[src/design/mie_pkg.sv]
`timescale 1ns / 1ps

package mie_pkg;

  localparam int WORD_BITS_DEF = 32;
  localparam logic [63:0] MODULUS_RESET = 64'd1000000007;

  typedef enum logic [1:0] {
    ST_IDLE,
    ST_DIV,
    ST_UPD,
    ST_FIN
  } state_t;

endpackage

[src/design/mie_if.sv]
`timescale 1ns / 1ps

interface mie_in_if #(
  parameter int WORD_BITS = mie_pkg::WORD_BITS_DEF
);
  logic                 valid;
  logic                 ready;
  logic [WORD_BITS-1:0] value;

  modport source (output valid, output value, input ready);
  modport sink (input valid, input value, output ready);
endinterface

interface mie_out_if #(
  parameter int WORD_BITS = mie_pkg::WORD_BITS_DEF
);
  logic                 valid;
  logic                 ready;
  logic [WORD_BITS-1:0] inverse;
  logic                 not_invertible;

  modport source (output valid, output inverse, output not_invertible, input ready);
  modport sink (input valid, input inverse, input not_invertible, output ready);
endinterface

interface mie_cfg_if #(
  parameter int WORD_BITS = mie_pkg::WORD_BITS_DEF
);
  logic                 valid;
  logic                 ready;
  logic [WORD_BITS-1:0] data;

  modport source (output valid, output data, input ready);
  modport sink (input valid, input data, output ready);
endinterface

[src/design/modular_inverse_ext_euclid_top.sv]
`timescale 1ns / 1ps

// Modular inverse of value modulo the configured modulus (reset 1000000007) by the extended
// Euclidean algorithm. Each word on req yields one word on rsp: inverse is the Bezout
// coefficient of value reduced into 0..modulus-1, and not_invertible is set when the gcd is
// not 1 (value 0 gives 0 with the flag set unless the modulus is 1; modulus 0 gives 0, flag
// clear only for value 1).
// One word is worked on at a time and req is not ready meanwhile. Each Euclid step runs on one
// shared restoring divider that makes one quotient bit per cycle while it builds the product
// of quotient and coefficient, then passes through an update state (ST_UPD). A zero value or
// zero modulus skips the divider and goes straight to ST_FIN. The modulus may be written on cfg
// at any time the block is idle; cfg is always ready.
module modular_inverse_ext_euclid_top #(
  parameter int WORD_BITS = mie_pkg::WORD_BITS_DEF
) (
  input  logic      clk,
  input  logic      rst,
  mie_in_if.sink    req,
  mie_out_if.source rsp,
  mie_cfg_if.sink   cfg
);

  localparam int TW = WORD_BITS + 3;
  localparam int CW = $clog2(WORD_BITS);
  localparam logic [WORD_BITS-1:0] MOD_RST = mie_pkg::MODULUS_RESET[WORD_BITS-1:0];
  localparam logic [CW-1:0] CNT_TOP = CW'(WORD_BITS - 1);

  mie_pkg::state_t state, state_next;

  logic [WORD_BITS-1:0] modulus;
  logic [WORD_BITS-1:0] m_reg;
  logic                 m_zero;
  logic [WORD_BITS-1:0] prev_r, cur_r, dvd, rem;
  logic signed [TW-1:0] prev_t, cur_t, prod;
  logic [CW-1:0]        cnt;

  logic                 out_valid;
  logic [WORD_BITS-1:0] out_inverse;
  logic                 out_flag;

  logic                 accept;
  logic                 load_out;
  logic [WORD_BITS:0]   trial;
  logic                 ge;
  logic [WORD_BITS:0]   diff;
  logic signed [TW-1:0] new_t;
  logic signed [TW-1:0] neg_t;
  logic [TW-1:0]        m_ext;
  logic [WORD_BITS-1:0] mag;
  logic [WORD_BITS-1:0] norm;

  assign req.ready = (state == mie_pkg::ST_IDLE);
  assign accept    = req.valid && req.ready;
  assign cfg.ready = 1'b1;

  assign rsp.valid          = out_valid;
  assign rsp.inverse        = out_inverse;
  assign rsp.not_invertible = out_flag;

  assign trial = {rem, dvd[WORD_BITS-1]};
  assign diff  = trial - {1'b0, cur_r};
  assign ge    = (trial >= {1'b0, cur_r});
  assign new_t = prev_t - prod;
  assign neg_t = -prev_t;
  assign m_ext = TW'(m_reg);

  always_comb begin
    mag  = '0;
    norm = '0;
    if (m_zero) begin
      norm = '0;
    end else if (!prev_t[TW-1]) begin
      mag  = (prev_t == $signed(m_ext)) ? '0 : prev_t[WORD_BITS-1:0];
      norm = mag;
    end else begin
      mag  = (neg_t == $signed(m_ext)) ? '0 : neg_t[WORD_BITS-1:0];
      norm = (mag == '0) ? '0 : m_reg - mag;
    end
  end

  always_ff @(posedge clk) begin
    if (rst) begin
      state <= mie_pkg::ST_IDLE;
    end else begin
      state <= state_next;
    end
  end

  always_comb begin
    state_next = state;
    load_out   = 1'b0;
    unique case (state)
      mie_pkg::ST_IDLE: begin
        if (accept) begin
          if (modulus == '0 || req.value == '0) begin
            state_next = mie_pkg::ST_FIN;
          end else begin
            state_next = mie_pkg::ST_DIV;
          end
        end
      end
      mie_pkg::ST_DIV: begin
        if (cnt == '0) begin
          state_next = mie_pkg::ST_UPD;
        end
      end
      mie_pkg::ST_UPD: begin
        state_next = (rem == '0) ? mie_pkg::ST_FIN : mie_pkg::ST_DIV;
      end
      mie_pkg::ST_FIN: begin
        if (!out_valid || rsp.ready) begin
          load_out   = 1'b1;
          state_next = mie_pkg::ST_IDLE;
        end
      end
      default: state_next = mie_pkg::ST_IDLE;
    endcase
  end

  always_ff @(posedge clk) begin
    if (rst) begin
      modulus <= MOD_RST;
    end else if (cfg.valid && cfg.ready) begin
      modulus <= cfg.data;
    end
  end

  always_ff @(posedge clk) begin
    if (rst) begin
      out_valid <= 1'b0;
    end else if (load_out) begin
      out_valid <= 1'b1;
    end else if (rsp.ready) begin
      out_valid <= 1'b0;
    end
  end

  always_ff @(posedge clk) begin
    if (load_out) begin
      out_inverse <= norm;
      out_flag    <= (prev_r != WORD_BITS'(1));
    end
  end

  always_ff @(posedge clk) begin
    unique case (state)
      mie_pkg::ST_IDLE: begin
        if (accept) begin
          m_reg  <= modulus;
          m_zero <= (modulus == '0);
          prev_r <= (modulus == '0) ? req.value : modulus;
          cur_r  <= req.value;
          dvd    <= modulus;
          rem    <= '0;
          prev_t <= '0;
          cur_t  <= TW'(1);
          prod   <= '0;
          cnt    <= CNT_TOP;
        end
      end
      mie_pkg::ST_DIV: begin
        rem  <= ge ? diff[WORD_BITS-1:0] : trial[WORD_BITS-1:0];
        dvd  <= {dvd[WORD_BITS-2:0], 1'b0};
        prod <= (prod <<< 1) + (ge ? cur_t : '0);
        cnt  <= cnt - CW'(1);
      end
      mie_pkg::ST_UPD: begin
        prev_r <= cur_r;
        cur_r  <= rem;
        prev_t <= cur_t;
        cur_t  <= new_t;
        dvd    <= cur_r;
        rem    <= '0;
        prod   <= '0;
        cnt    <= CNT_TOP;
      end
      mie_pkg::ST_FIN: begin
      end
      default: begin
      end
    endcase
  end

endmodule

[src/flat_wrapper.sv]
// flat-port wrapper written by rule: the top's interface ports become plain ports
module modular_inverse_ext_euclid_top_flat 
#(
  parameter int WORD_BITS = mie_pkg::WORD_BITS_DEF
)
  (clk, rst, req_valid, req_value, req_ready, rsp_valid, rsp_inverse, rsp_not_invertible, rsp_ready, cfg_valid, cfg_data, cfg_ready);
  mie_in_if #(.WORD_BITS(WORD_BITS)) req_i ();
  mie_out_if #(.WORD_BITS(WORD_BITS)) rsp_i ();
  mie_cfg_if #(.WORD_BITS(WORD_BITS)) cfg_i ();
  input  logic clk;
  input  logic rst;
  input wire logic [$bits(req_i.valid)-1:0] req_valid;
  input wire logic [$bits(req_i.value)-1:0] req_value;
  output wire logic [$bits(req_i.ready)-1:0] req_ready;
  output wire logic [$bits(rsp_i.valid)-1:0] rsp_valid;
  output wire logic [$bits(rsp_i.inverse)-1:0] rsp_inverse;
  output wire logic [$bits(rsp_i.not_invertible)-1:0] rsp_not_invertible;
  input wire logic [$bits(rsp_i.ready)-1:0] rsp_ready;
  input wire logic [$bits(cfg_i.valid)-1:0] cfg_valid;
  input wire logic [$bits(cfg_i.data)-1:0] cfg_data;
  output wire logic [$bits(cfg_i.ready)-1:0] cfg_ready;
  assign req_i.valid = req_valid;
  assign req_i.value = req_value;
  assign req_ready = req_i.ready;
  assign rsp_valid = rsp_i.valid;
  assign rsp_inverse = rsp_i.inverse;
  assign rsp_not_invertible = rsp_i.not_invertible;
  assign rsp_i.ready = rsp_ready;
  assign cfg_i.valid = cfg_valid;
  assign cfg_i.data = cfg_data;
  assign cfg_ready = cfg_i.ready;
  modular_inverse_ext_euclid_top #(.WORD_BITS(WORD_BITS)) u_core (.clk(clk), .rst(rst), .req(req_i), .rsp(rsp_i), .cfg(cfg_i));
endmodule
[config.mk]
export PLATFORM = sky130hd
export DESIGN_NAME = modular_inverse_ext_euclid_top_flat
export DESIGN_NICKNAME = d
export VERILOG_FILES = /design/src/design/mie_pkg.sv /design/src/design/mie_if.sv /design/src/design/modular_inverse_ext_euclid_top.sv /design/src/flat_wrapper.sv
export SDC_FILE = /design/constraint.sdc
export NUM_CORES = 1
export LEC_CHECK = 0
export ABC_AREA = 1
export ABC_CLOCK_PERIOD_IN_PS = 10500
export BUFFER_PORTS_ARGS = -buffer_cell sky130_fd_sc_hd__buf_2
export CORE_ASPECT_RATIO = 1.4
export CORE_MARGIN = 8
export CORE_UTILIZATION = 25
export CTS_BUF_LIST = sky130_fd_sc_hd__clkbuf_4 sky130_fd_sc_hd__clkbuf_8
export CTS_CLUSTER_SIZE = 30
export DETAILED_ROUTE_END_ITERATION = 8
export PLACE_DENSITY_LB_ADDON = 0.12
export SYNTH_ARGS = -nofsm -noshare
export SYNTH_HDL_FRONTEND = slang
export SYNTH_SLANG_ARGS = --single-unit
[constraint.sdc]
create_clock -name clk -period 10.5 [get_ports clk]
set_input_delay 2.625 -clock clk [delete_from_list [all_inputs] [get_ports clk]]
set_output_delay 2.625 -clock clk [all_outputs]
set_load 0.01 [all_outputs]
==> run_results.csv, run 1 <==
group,metric,value,unit
min_path,hp-start,"u_core.cur_t[6]",
final_layout,biggestRegsByFlops,"u_core.cur_t: 35 flops, u_core.prev_t: 35 flops, u_core.prod: 35 flops",
sta,layout_min_cycle_time,5850,ps
sta,fin_crit_sh,55.7,%
critical_path,r2r_end,"u_core.prod[25]",
cts,cts-buffers-inserted,61,
cts,ctsHoldBuffers,0,
yosys,yosys.area.top_type,"edfxtp_1",
cts,cts.clk_slew.worst_paths,70,ps
cts,cts.sink_count,339,
critical_path,r2r_cells,24,
cts,clockBufferDepth,3,
die,dieArea,103000,um^2
min_path,hold_path_end,"u_core.prev_t[6]",
yosys,yosys_warnings,0,
die,num_io_pins,105,
sta,worst_slew_pin_slew,1000,ps
grt,grt-ovfl-total,0,
sta,clock_skew,77.9,ps
final_layout,synthToLayoutAreaGrowth,13.6,%
yosys,postSynthAreaPerCell,7.96,um^2
sta,fin_ws,4650,ps
status,status,"finished clean",
critical_path,required,10980,ps
detailed_routing,routedWlPerCell,20.6,um
sta,finalSetupTns,0,ps
yosys,syn_nets,3146,
power,p_leak,0.0113,uW
cts,cts_setup_buffers,0,
detailed_routing,antenna_left,0,
min_path,holdPathStages,2,
grt,grt.total_usage,16.6,%
placement,place_ws,4530,ps
detailed_routing,drtIter0Drc,1189,
yosys,synth_top_area_share,39.2,%
detailed_routing,drc,0,
detailed_routing,dr_total_vias,20600,
yosys,postSynthCellCount,2929,
critical_path,critPathLaunchType,"flop",
detailed_routing,via_per_inst,4.81,
critical_path,r2r_setup_slack,4650,ps
critical_path,r2r_start,"u_core.rem[8]",
yosys,synthTopCellsByArea,"edfxtp_1, nand2_1, ha_1, a21oi_1, inv_1",
yosys,ys_seq_elements,339,
critical_path,startpoint,"u_core.rem[8]",
yosys,ys.flop_type,"edfxtp_1",
final_layout,drive_above_1_share,9.60,%
yosys,syn_area,23300,um^2
yosys,async_flop_share,0,%
cts,tritoncts,"built",
final_layout,mostFrequentLayoutCells,"nand2_1, inv_1, nor2_1",
yosys,synth_enable_flop_cells,304,
die,rows,132,
yosys,synth_cell_types,51,
power,p_per_area,331,nW/um^2
grt,grt_start_max_net_pins,83,
die,fp.dieH,377,um
cts,worstSkewPairLatency,750,ps
sta,rsz0062_at_grt,"no",
grt,grt_pass1_vias,21000,
die,die_width,274,um
yosys,yosysSeqAreaShare,42.2,%
sta,slew_violations,0,
placement,globalplace.congestion,0.908,
sta,maxSlewHeadroom,33.3,%
die,design.core.area,92500,um^2
critical_path,cp_max_fo,33,
grt,grt_antenna_before_repair,1,
final_layout,final_common_cell,"nand2_1",
sta,setup_violations,0,
detailed_routing,routed_wl,88.3,mm
min_path,hold_path.class,"reg2reg",
grt,grt_pass1_wl,131,mm
placement,dp_hpwl,68.4,mm
final_layout,fin_nets,3252,
placement,numPortBuffers,103,
critical_path,path_class,"reg2reg",
cts,htreeDepth,2,
sta,timing.fmax,171,MHz
sta,hold_viol_final,0,
cts,cts_resized,0,
detailed_routing,first_pass_iters,6,
cts,clock_tree.root_cell,"clkbuf_8",
critical_path,arrival,6320,ps
power,ir_worst_vdd,0.000140,V
critical_path,end_kind,"flop",
flow_run,maxCapViolations,0,
die,start_util,25.2,%
-- area by class of cell --
cell class / instances / area, um^2
multi-input combinational: 2143 / 11800
sequential: 339 / 9830
clock buffer: 88 / 1110
fill: 10200 / 66000
inverter: 364 / 1370
antenna: 1 / 2.50
tap: 1206 / 1510
timing repair buffer: 126 / 688
clock inverter: 22 / 124
-- where the power goes --
part	switching (uW)	leakage, uW	total [uW]	internal (uW)
clock	628	0.000654	1310	682
combinational	3240	0.00739	4780	1540
sequential	466	0.00321	2660	2190
-- Yosys cell counts (8+ instances only) --
master	number
nand3_1	74
inv_1	362
nor2_1	327
a21o_1	8
nand4_1	27
dfxtp_1	35
nor3_1	9
nand2_1	634
ha_1	144
o21a_1	29
xor2_1	67
edfxtp_1	304
o21ai_0	265
o21bai_1	10
nand3_2	31
a21oi_1	291
nor4_1	46
a31oi_1	40
nor2_2	14
xnor2_1	49
clkbuf_1	71
-- routing by layer --
layer / global-route usage, % / part of all wire (%) / up-vias
met5: 0 / 0 / -
met4: 5.76 / 3.5 / 0
met3: 1.80 / 3.3 / 142
li1: - / - / 10200
met2: 31.8 / 53 / 459
met1: 18.7 / 40 / 9856
-- logic make-up (layout without fill, tap and decap cells) --
group | after synthesis | count (layout) | share of synthesized area, %
and+or+nand+nor | 1187 | 1187 | 21.8
adders and majority gates | 148 | 148 | 8.07
xor gates and xnor gates | 116 | 116 | 4.36
other | 1 | 2 | 0.0161
DFF | 339 | 339 | 42.2
buffers and inverters | 447 | 600 | 7.36
AOI/OAI and AO/OA | 691 | 691 | 16.2
-- worst max-delay path, stage by stage (launching register included) --
cell and delay [ps]:
edfxtp_1 450, ha_1 400, nand2_1 170, nor4_1 520, nand4_1 220, o2111ai_4 300, inv_1 470, nor2_1 230
ha_1 240, inv_1 80, fa_1 390, nand3b_1 170, nand2_1 120, nand2_1 70, nand3_1 80, o21ai_0 90
inv_1 100, nand2_1 60, nand2_1 130, a21oi_1 100, o21ai_0 420, a21boi_0 250, o21ai_0 270, a21oi_1 100
o21a_1 130
-- worst max-delay path by stage --
stage | to | slack [ps] | depth (start not counted)
after floorplan | u_core.cnt[0] | 1530 | 5
after global placement | u_core.prod[25] | 4530 | 24
after detailed placement | u_core.prod[25] | 4530 | 24
after CTS | u_core.prod[25] | 4490 | 24
after global routing | u_core.prod[25] | 3990 | 24
final | u_core.prod[25] | 4650 | 24
-- stage by stage --
stage	utilization, %	instance area (um^2)	cells	hold slack (ps)	power, uW
after CTS	28.6	26500	4288	517	8870
final	28.6	26500	4289	509	8750
after floorplan	-	23300	2929	464	6020
after global placement	27.3	25200	4178	515	7520
after global routing	28.6	26500	4289	547	9530
after detailed placement	27.3	25200	4178	521	7500
(Power assumes the default switching activity.)
==> run 2, diff against run 1 <==
--- a/config.mk
+++ b/config.mk
@@ -6,7 +6,7 @@
 export NUM_CORES = 1
 export LEC_CHECK = 0
 export ABC_AREA = 1
-export ABC_CLOCK_PERIOD_IN_PS = 10500
+export ABC_CLOCK_PERIOD_IN_PS = 6000
 export BUFFER_PORTS_ARGS = -buffer_cell sky130_fd_sc_hd__buf_2
 export CORE_ASPECT_RATIO = 1.4
 export CORE_MARGIN = 8
==> constraint.sdc (replaced) <==
create_clock -name clk -period 6 [get_ports clk]
set_input_delay 1.5 -clock clk [delete_from_list [all_inputs] [get_ports clk]]
set_output_delay 1.5 -clock clk [all_outputs]
set_load 0.01 [all_outputs]
==> run_results.csv, run 2 (synthesis results as in run 1) <==
group,metric,value,unit
detailed_routing,routed.top_layer,"met4",
final_layout,drive_above_1_share,10.4,%
cts,worstSkewPairLatency,750,ps
detailed_routing,routedWlPerCell,20.9,um
die,num_io_pins,105,
cts,cts-buffers-inserted,59,
critical_path,cp_top_family,"simple AND/OR/NAND/NOR gates",
critical_path,critPathLaunchType,"flop",
sta,setup_violations,0,
cts,cts.clk_slew.worst_paths,70,ps
grt,grt_pass1_wl,134,mm
critical_path,cp_common_cell,"nand2_1",
die,design.core.area,92500,um^2
detailed_routing,via_per_inst,4.81,
placement,dp_hpwl,70.4,mm
die,die_width,274,um
sta,hold_ws,526,ps
sta,maxSlewHeadroom,34.4,%
status,status,"finished clean",
detailed_routing,first_pass_iters,5,
cts,clock_tree.root_cell,"clkbuf_8",
sta,worst_slew_pin_slew,981,ps
critical_path,end_kind,"flop",
critical_path,arrival,6040,ps
die,fp.dieH,377,um
final_layout,biggestRegsByFlops,"u_core.cur_t: 35 flops, u_core.prev_t: 35 flops, u_core.prod: 35 flops",
critical_path,crit_buf_inv,4,
final_layout,final_common_cell,"nand2_1",
cts,tritoncts,"built",
grt,grt-ovfl-total,0,
detailed_routing,drtIter0Drc,1254,
detailed_routing,wirelength_met1,36.4,mm
sta,hold_viol_final,0,
sta,layout_min_cycle_time,5570,ps
power,ir_worst_vdd,0.000316,V
detailed_routing,dr_wl_met2,46.9,mm
min_path,hold_path.class,"reg2reg",
critical_path,cp_slowest_stage_delay,460,ps
final_layout,multi_input_area,11900,um^2
detailed_routing,dr_total_vias,20700,
grt,grt_pass1_vias,21600,
final_layout,mostFrequentLayoutCells,"nand2_1, inv_1, nor2_1",
sta,clock_skew,52.4,ps
grt,grt.total_usage,16.9,%
power,p_total,15800,uW
die,dieArea,103000,um^2
final_layout,n_fill_cell,10200,
critical_path,critPathSlowestCell,"edfxtp_1",
critical_path,cp_max_fo,7,
sta,slew_violations,0,
flow_run,maxCapViolations,0,
sta,rsz0062_at_grt,"no",
critical_path,required,6460,ps
final_layout,fin_nets,3269,
critical_path,path_class,"reg2reg",
final_layout,utilization,29.0,%
cts,cts.sink_count,339,
detailed_routing,antenna_left,0,
placement,numPortBuffers,103,
power,p_leak,0.0114,uW
sta,timing.fmax,179,MHz
critical_path,r2r_setup_slack,430,ps
grt,grt_antenna_before_repair,2,
grt,grt_start_max_net_pins,135,
detailed_routing,drc,0,
sta,fin_crit_sh,92.9,%
placement,globalplace.congestion,0.933,
detailed_routing,routed_wl,90.0,mm
die,rows,132,
final_layout,seqCellArea,9830,um^2
cts,ctsHoldBuffers,0,
cts,htreeDepth,2,
cts,clockBufferDepth,3,
die,start_util,25.2,%
detailed_routing,wl_met3,2.97,mm
power,p_per_area,589,nW/um^2
final_layout,synthToLayoutAreaGrowth,15.0,%
-- run 2: cell count changes in the layout (fill, tap and decap cells not counted), sizes merged --
| cell | delta |
|---|---|
| buf | +19 |
| clkbuf | -4 |
| bufinv | +7 |
| clkinv | -2 |
-- run 2: worst reg2reg max path: cells and delay by family, from the launching register on --
kind	cells	cell delay, ps
AO/OA/AOI/OAI	8	1470
adder cells (fa/ha/maj)	3	1000
buffers and inverters	4	430
flip-flops	1	460
AND/OR/NAND/NOR	11	1940
-- run 2: final cells by class --
type | count | area share, %
Antenna cell | 1 | 0.00934
Clock buffer | 84 | 3.92
Clock inverter | 27 | 1.25
Inverter | 364 | 5.10
Multi-Input combinational cell | 2143 | 44.2
Sequential cell | 339 | 36.7
Tap cell | 1206 | 5.63
Timing Repair Buffer | 145 | 3.19
-- run 2: power by group --
part	switching [uW]	internal (uW)	total, uW
Sequential	761	3830	4590
Clock	1120	1440	2570
Combinational	5840	2790	8630
-- run 2: through the flow --
| step | area [um^2] | setup TNS, ps | std cells | setup slack [ps] |
|---|---|---|---|---|
| floorplan | 23300 | 0 | 2929 | 1040 |
| global placement | 25400 | -172 | 4197 | -139 |
| detailed placement | 25400 | -142 | 4197 | -108 |
| CTS | 26800 | 0 | 4308 | 280 |
| global route | 26800 | 0 | 4309 | 11.1 |
| finish | 26800 | 0 | 4309 | 427 |
-- run 2: routing by layer --
metal / vias up / track usage (%)
met5: - / 0
met4: 0 / 6.84
met3: 163 / 1.94
met2: 467 / 31.9
met1: 9873 / 19.2
li1: 10200 / -
-- run 2: what timing repair did --
item / 4_1_cts / 5_1_grt
pin swaps: 0 / 1
setup endpoints to repair: 5 / 4
gates resized for setup: 2 / 4
buffers inserted: 0 / 0
-- run 2: path summary, 6_finish.rpt --
| kind | startpoint | cells after the start | end |
|---|---|---|---|
| max | u_core.rem[15] | 26 | u_core.prod[25] |
| min | u_core.modulus[0] | 2 | u_core.modulus[0] |
| max reg2reg | u_core.rem[15] | 26 | u_core.prod[25] |
| min reg2reg | u_core.modulus[0] | 2 | u_core.modulus[0] |
